### src/hw/rtl/skt_pkg.sv
// ----------------------------------------------------------------------------
// skt_pkg
// Types and constants shared by the sorted key table and its cells.
// ----------------------------------------------------------------------------
package skt_pkg;

    // Fixed field widths of the stream payloads
    localparam int OP_W        = 2;
    localparam int KEY_W       = 32;
    localparam int INDEX_W     = 4;
    localparam int STATUS_W    = 2;
    localparam int VALUE_W     = 32;
    localparam int POS_W       = 4;
    localparam int COUNT_W     = 5;
    localparam int IN_TDATA_W  = 40;
    localparam int OUT_TDATA_W = 48;

    typedef enum logic [OP_W-1:0] {
        OP_INSERT = 2'd0,
        OP_FIND   = 2'd1,
        OP_READ   = 2'd2,
        OP_REMOVE = 2'd3
    } op_t;

    typedef enum logic [STATUS_W-1:0] {
        ST_OK    = 2'd0,
        ST_MISS  = 2'd1,
        ST_FULL  = 2'd2,
        ST_EMPTY = 2'd3
    } status_t;

    // Control broadcast to every cell of the row
    typedef struct packed {
        logic insert;
        logic descending;
    } cell_ctl_t;

endpackage

### src/hw/rtl/skt_cell.sv
// ----------------------------------------------------------------------------
// skt_cell
// One entry of the sorted table: holds a key, compares it with the operand
// and takes either the new key or its left neighbor's key on an insert.
// ----------------------------------------------------------------------------
module skt_cell #(
    parameter int KEY_BITS = 32,
    parameter int CNT_W    = 5,
    parameter int IDX      = 0
) (
    input  logic                  clk,
    input  skt_pkg::cell_ctl_t    ctl,
    input  logic [CNT_W-1:0]      count,
    input  logic [KEY_BITS-1:0]   key_in,
    input  logic [KEY_BITS-1:0]   left_key,
    input  logic                  ins_seen_in,
    output logic                  ins_seen_out,
    input  logic                  hit_seen_in,
    output logic                  hit_seen_out,
    output logic                  slot_here,
    output logic                  hit_here,
    output logic [KEY_BITS-1:0]   key_out
);

    localparam logic [CNT_W-1:0] MY_IDX = CNT_W'(IDX);

    logic [KEY_BITS-1:0] key_reg;
    logic [KEY_BITS-1:0] key_next;
    logic                key_we;
    logic                valid;
    logic                at_end;
    logic                after;
    logic                moves;
    logic                eq;

    always_comb
    begin
        valid  = MY_IDX < count;
        at_end = MY_IDX == count;
        after  = ctl.descending ? (key_reg < key_in) : (key_reg > key_in);
        moves  = valid && after;
        eq     = valid && (key_reg == key_in);

        // The first cell whose key must follow the new key becomes its slot;
        // with no such cell the key lands just past the last entry.
        slot_here    = !ins_seen_in && (moves || at_end);
        ins_seen_out = ins_seen_in || moves;

        hit_here     = eq && !hit_seen_in;
        hit_seen_out = hit_seen_in || eq;

        key_we   = 1'b0;
        key_next = key_reg;
        if (ctl.insert)
        begin
            if (slot_here)
            begin
                key_we   = 1'b1;
                key_next = key_in;
            end
            else if (ins_seen_in && (valid || at_end))
            begin
                key_we   = 1'b1;
                key_next = left_key;
            end
        end
    end

    always_ff @(posedge clk)
    begin
        if (key_we)
        begin
            key_reg <= key_next;
        end
    end

    assign key_out = key_reg;

endmodule

### src/hw/rtl/sorted_key_table_top.sv
// ----------------------------------------------------------------------------
// sorted_key_table_top
// Table of up to DEPTH unsigned keys kept in sorted order by a row of cells.
// ----------------------------------------------------------------------------
// Each input transfer carries one operation: insert a key after all equal
// keys, find the first equal key, read the entry at an index, or drop the
// last entry. Each operation gives exactly one output transfer with status,
// value, position and the entry count after the operation.
// The cells compare the operand in parallel and an insert shifts the later
// entries one cell up in the same cycle, so a new transfer can be accepted
// every cycle while the output is not stalled. The result is written to the
// output register when its transfer is accepted. The combinational path is the
// first-match chain that runs through all DEPTH cells.
// cfg_wdata sets the order (0 ascending, 1 descending) on cfg_we; the user
// must write it only while the table is idle; the block does not enforce this.
// Reset empties the table and selects ascending order; no clearing pass is
// needed since entries past the count are never read.
// When the receiver stalls, the output register holds its result and
// s_axis_tready stays low until that result is taken.
// ----------------------------------------------------------------------------
module sorted_key_table_top #(
    parameter int DEPTH    = 16,
    parameter int KEY_BITS = 32
) (
    input  logic        clk,
    input  logic        rst_n,
    input  logic        s_axis_tvalid,
    output logic        s_axis_tready,
    // [1:0] op, [33:2] key, [37:34] index, [39:38] zero
    input  logic [39:0] s_axis_tdata,
    output logic        m_axis_tvalid,
    input  logic        m_axis_tready,
    // [1:0] status, [33:2] value, [37:34] position, [42:38] count, [47:43] zero
    output logic [47:0] m_axis_tdata,
    input  logic        cfg_we,
    input  logic        cfg_wdata
);

    localparam int CNT_W   = $clog2(DEPTH + 1);
    localparam int POS_W   = skt_pkg::POS_W;
    localparam int INDEX_W = skt_pkg::INDEX_W;
    localparam int VALUE_W = skt_pkg::VALUE_W;
    localparam int COUNT_W = skt_pkg::COUNT_W;
    localparam int CMP_W   = (CNT_W > INDEX_W) ? CNT_W : INDEX_W;
    localparam int RD_N    = (DEPTH < (1 << INDEX_W)) ? DEPTH : (1 << INDEX_W);

    logic [CNT_W-1:0]       count_reg;
    logic [CNT_W-1:0]       count_next;
    logic                   desc_reg;
    logic                   out_valid_reg;
    logic [47:0]            out_data_reg;

    skt_pkg::op_t           op;
    logic [KEY_BITS-1:0]    key_ext;
    logic [INDEX_W-1:0]     index;
    logic                   accept;
    logic                   full;
    logic                   empty;
    skt_pkg::cell_ctl_t     ctl;

    logic [DEPTH:0]         ins_seen;
    logic [DEPTH:0]         hit_seen;
    logic [DEPTH-1:0]       slot_here;
    logic [DEPTH-1:0]       hit_here;
    logic [KEY_BITS-1:0]    cell_key [DEPTH];

    logic [POS_W-1:0]       slot_pos;
    logic [POS_W-1:0]       hit_pos;
    logic [KEY_BITS-1:0]    rd_key;
    logic                   rd_ok;
    skt_pkg::status_t       status;
    logic [VALUE_W-1:0]     value;
    logic [POS_W-1:0]       position;

    assign op      = skt_pkg::op_t'(s_axis_tdata[1:0]);
    assign key_ext = KEY_BITS'(s_axis_tdata[33:2]);
    assign index   = s_axis_tdata[37:34];

    assign s_axis_tready = !out_valid_reg || m_axis_tready;
    assign accept        = s_axis_tvalid && s_axis_tready;
    assign full          = count_reg == CNT_W'(DEPTH);
    assign empty         = count_reg == '0;

    assign ctl.insert     = accept && (op == skt_pkg::OP_INSERT) && !full;
    assign ctl.descending = desc_reg;

    assign ins_seen[0] = 1'b0;
    assign hit_seen[0] = 1'b0;

    for (genvar g = 0; g < DEPTH; g++)
    begin : g_cell
        logic [KEY_BITS-1:0] left_key;

        if (g == 0)
        begin : g_first
            assign left_key = cell_key[0];
        end
        else
        begin : g_rest
            assign left_key = cell_key[g-1];
        end

        skt_cell #(
            .KEY_BITS (KEY_BITS),
            .CNT_W    (CNT_W),
            .IDX      (g)
        ) u_cell (
            .clk          (clk),
            .ctl          (ctl),
            .count        (count_reg),
            .key_in       (key_ext),
            .left_key     (left_key),
            .ins_seen_in  (ins_seen[g]),
            .ins_seen_out (ins_seen[g+1]),
            .hit_seen_in  (hit_seen[g]),
            .hit_seen_out (hit_seen[g+1]),
            .slot_here    (slot_here[g]),
            .hit_here     (hit_here[g]),
            .key_out      (cell_key[g])
        );
    end

    // At most one cell flags the slot and one flags the hit, so an OR of
    // their indexes gives the position.
    always_comb
    begin
        slot_pos = '0;
        hit_pos  = '0;
        for (int i = 0; i < DEPTH; i++)
        begin
            slot_pos = slot_pos | (slot_here[i] ? POS_W'(i) : '0);
            hit_pos  = hit_pos  | (hit_here[i]  ? POS_W'(i) : '0);
        end

        rd_key = '0;
        for (int i = 0; i < RD_N; i++)
        begin
            if (INDEX_W'(i) == index)
            begin
                rd_key = cell_key[i];
            end
        end
        rd_ok = CMP_W'(index) < CMP_W'(count_reg);
    end

    always_comb
    begin
        status     = skt_pkg::ST_OK;
        value      = '0;
        position   = '0;
        count_next = count_reg;
        unique case (op)
            skt_pkg::OP_INSERT:
            begin
                if (full)
                begin
                    status = skt_pkg::ST_FULL;
                end
                else
                begin
                    position   = slot_pos;
                    count_next = count_reg + CNT_W'(1);
                end
            end
            skt_pkg::OP_FIND:
            begin
                if (hit_seen[DEPTH])
                begin
                    value    = VALUE_W'(key_ext);
                    position = hit_pos;
                end
                else
                begin
                    status = skt_pkg::ST_MISS;
                end
            end
            skt_pkg::OP_READ:
            begin
                if (rd_ok)
                begin
                    value    = VALUE_W'(rd_key);
                    position = index;
                end
                else
                begin
                    status = skt_pkg::ST_MISS;
                end
            end
            skt_pkg::OP_REMOVE:
            begin
                if (empty)
                begin
                    status = skt_pkg::ST_EMPTY;
                end
                else
                begin
                    count_next = count_reg - CNT_W'(1);
                end
            end
            default:
            begin
                status = skt_pkg::ST_OK;
            end
        endcase
    end

    always_ff @(posedge clk or negedge rst_n)
    begin
        if (!rst_n)
        begin
            count_reg     <= '0;
            desc_reg      <= 1'b0;
            out_valid_reg <= 1'b0;
        end
        else
        begin
            if (cfg_we)
            begin
                desc_reg <= cfg_wdata;
            end
            if (accept)
            begin
                count_reg     <= count_next;
                out_valid_reg <= 1'b1;
            end
            else if (m_axis_tready)
            begin
                out_valid_reg <= 1'b0;
            end
        end
    end

    always_ff @(posedge clk)
    begin
        if (accept)
        begin
            out_data_reg <= {5'b0, COUNT_W'(count_next), position, value, status};
        end
    end

    assign m_axis_tvalid = out_valid_reg;
    assign m_axis_tdata  = out_data_reg;

endmodule

### config.mk
export PLATFORM = sky130hd
export DESIGN_NAME = sorted_key_table_top
export DESIGN_NICKNAME = d
export VERILOG_FILES = /design/src/hw/rtl/skt_pkg.sv /design/src/hw/rtl/skt_cell.sv /design/src/hw/rtl/sorted_key_table_top.sv
export SDC_FILE = /design/constraint.sdc
export NUM_CORES = 2
export LEC_CHECK = 0
export ABC_CLOCK_PERIOD_IN_PS = 9400
export BUFFER_PORTS_ARGS = -buffer_cell sky130_fd_sc_hd__buf_2
export CAP_MARGIN = 40
export CORE_AREA = 5 5 335 337
export CTS_CLUSTER_SIZE = 16
export DETAILED_ROUTE_END_ITERATION = 8
export DIE_AREA = 0 0 340 342
export GPL_ROUTABILITY_DRIVEN = 0
export SYNTH_ARGS = -nofsm -noshare
export SYNTH_HDL_FRONTEND = slang
export SYNTH_HIERARCHICAL = 1
export SYNTH_SLANG_ARGS = --single-unit
### constraint.sdc
create_clock -name clk -period 9.4 [get_ports clk]
set_clock_uncertainty 0.1 [all_clocks]
set_input_delay 1.88 -clock clk [delete_from_list [all_inputs] [get_ports clk]]
set_output_delay 1.88 -clock clk [all_outputs]
set_load 0.01 [all_outputs]
==> summary.md <==
| Metric | Value |
|---|---|
| Outcome | `complete, no violations` |
| Post-CTS setup buffer count | `0` |
| PwrDens | `156 nW/µm²` |
| Worst Path Max Fanout | `8` |
| Vias per cell | `approximately 6.3` |
| Avg Cell Area, Syn | `between 10 and 15 µm²` |
| CP Launch Type | `primary input` |
| Crit path largest cell delay | `roughly 520 ps` |
| Leak | `0.0218 µW` |
| Post-layout util | `0.487` |
| Fraction of layout cells with a size suffix above 1 | `0.182` |
| Die Wd | `340 µm` |
| Clock slew at the register clock pins of the worst setup and hold paths | `roughly 60 ps` |
| Endpoint class of the critical path | `register` |
| First-pass GRT wire length | `247000 µm` |
| Period utilization | `0.897` |
| CP arrival | `8680 ps` |
| CP Class | `primary input to register` |
| Family with the most delay on the worst path | `compound AO/OA/AOI/OAI gates` |
| CTS Buffer Depth | `3` |
| Crit path top cell by count | `a21o_1` |
| Routed WL | `169000 µm` |
| RSZ-0062 raised after global routing | `false` |
| Levels on crit path | `33` |
| Final hold viol count | `0` |
| CP max stage cell | `nor4_1` |
| Sum of negative setup slack | `0 ps` |
| Post-DP HPWL | `around 130000 µm` |
| Crit path buf inv count | `4` |
| Max Clk Rate | `around 0.12 GHz` |
| Initial Util | `0.448` |
| Minimum clock period | `8440 ps` |
| Peak VDD IR | `approximately 0.00013 V` |
| Drt pass-1 iters | `6` |
| Worst slack at placement | `around 350 ps` |
| Setup crit start | `s_axis_tdata[17]` |
| Final Max Tran Viols | `0` |
| Nets | `between 5k and 6k` |
| Port Buffers | `a little under 90` |
| Vias | `39.7k` |
| R2R depth | `30` |
| CTS tree | `built` |
| Max reg flops | `just over 500` |
| Hold Path Class | `register to register` |
| Core area | `about 110000 µm²` |
| Worst-Skew Late Latency | `about 640 ps` |
| Synth warn | `6` |
| Reg-to-Reg End | `m_axis_tdata[35]$_DFFE_PP_` |
| Max-cap check violation count | `0` |
| Largest net degree at the start of global routing | `99` |
| Required @ worst endpoint | `9650 ps` |
| CTS buffer count | `70` |
| Root buf cell | `clkbuf_16` |
| Cts hold-fix bufs | `0` |
| Iter 0 DRT Violations | `approximately 4.3k` |
| NetSw | `approximately 2900 µW` |
| Part of the power in registers | `0.369` |
| Mapped Area | `between 40000 and 50000 µm²` |
| Vias in the first global route | `37.9k` |
| Slew @ Worst Pin | `1040 ps` |
| Io pins | `96` |
| WL/cell | `roughly 27 µm` |
| Area delta synth->final | `8.69%` |
| Die Ht | `342 µm` |
| DR DRC count | `0` |
| Sw Share | `0.349` |
| Setup crit end | `m_axis_tdata[35]$_DFFE_PP_` |
| Endpoints failing setup | `0` |
| Final worst setup slack | `~960 ps` |
| Post-route cell area | `roughly 53000 µm²` |
| GR Overflow Total | `0` |
| Mapped Cells | `~4.7k` |
| H-Tree Depth | `3` |
| Relative slew margins | `0.308` |
| PostCTS Resize Cnt | `0` |
| Initial antenna violation count | `18` |
| Total track usage | `0.279` |
| CTS sink count | `around 560` |
| Internal | `roughly 5400 µW` |
| Row count | `about 120` |
| Placed Area | `around 51000 µm²` |
| Flop-to-flop setup slack | `2100 ps` |
| Post-route ant nets | `0` |
| Combinational group share of total power | `0.310` |
| Clock power frac | `0.320` |
| Die Area | `~120000 µm²` |
| FF-to-FF Start | `g_cell[0].u_cell/key_out[27]$_DFFE_PP_` |
[power by group through the flow]
| stage | Clock [µW] | Sequential, µW | Combinational (µW) |
|---|---|---|---|
| 2_1_floorplan | 0 | 3090 | 1770 |
| 3_3_place_gp | 0 | 3100 | 2420 |
| 3_5_place_dp | 0 | 3100 | 2480 |
| 4_1_cts | 2680 | 3040 | 2500 |
| 5_1_grt | 2780 | 3060 | 2730 |
| 6_report | 2640 | 3050 | 2560 |
[layout by cell type, fill, tap and decap left out, types with 66 or more instances in the layout]
| cell type | count |
|---|---|
| ha_1 | 521 |
| nand3_1 | 189 |
| edfxtp_1 | 555 |
| a32o_1 | 70 |
| nand4_1 | 103 |
| nand2_1 | 311 |
| nor2_1 | 151 |
| mux2_4 | 261 |
| o21ai_0 | 151 |
| mux2_2 | 98 |
| mux2i_1 | 66 |
| clkbuf_16 | 75 |
| inv_1 | 555 |
| buf_2 | 90 |
| a21oi_1 | 378 |
| buf_4 | 128 |
[worst register-to-register path: cells and delay by family, from the launching register on]
kind | cells | cell delay (ps)
AND/OR/NAND/NOR | 11 | 2850
AO/OA/AOI/OAI | 16 | 3140
flip-flops | 1 | 460
buffers and inverters | 2 | 120
adder cells (fa/ha/maj) | 1 | 360
[cell type report]
| type | count | area (µm²) |
|---|---|---|
| Multi-Input combinational cell | 3359 | 28200 |
| Timing Repair Buffer | 235 | 1790 |
| Inverter | 565 | 2120 |
| Fill cell | 9986 | 55700 |
| Clock inverter | 36 | 205 |
| Antenna cell | 5 | 12.5 |
| Clock buffer | 91 | 1960 |
| Sequential cell | 562 | 16800 |
| Tap cell | 1414 | 1770 |
[worst min path at each step]
stage / start / endpoint / slack (ps) / cells after the start
after detailed placement: m_axis_tvalid$_DFFE_PN0P_ / m_axis_tvalid$_DFFE_PN0P_ / 420 / 2
after global routing: m_axis_tvalid$_DFFE_PN0P_ / m_axis_tvalid$_DFFE_PN0P_ / 480 / 2
after floorplan: g_cell[14].u_cell/key_out[4]$_DFFE_PP_ / g_cell[15].u_cell/key_out[4]$_DFFE_PP_ / 450 / 1
final: m_axis_tvalid$_DFFE_PN0P_ / m_axis_tvalid$_DFFE_PN0P_ / 440 / 2
after global placement: m_axis_tvalid$_DFFE_PN0P_ / m_axis_tvalid$_DFFE_PN0P_ / 410 / 2
after CTS: m_axis_tvalid$_DFFE_PN0P_ / m_axis_tvalid$_DFFE_PN0P_ / 440 / 2
[through the flow]
step / hold slack, ps / cells / total power (µW)
after detailed placement: 423 / 6130 / 5580
after CTS: 444 / 6257 / 8220
after global routing: 483 / 6265 / 8560
after floorplan: 452 / 4748 / 4870
after global placement: 410 / 6116 / 5510
final: 437 / 6267 / 8250
[routing by layer]
layer | track usage | part of all wire
met1 | 0.362 | 0.41
met2 | 0.457 | 0.45
met3 | 0.0628 | 0.093
met4 | 0.107 | 0.045
met5 | 0 | 0.000095
(Power assumes the default switching activity.)
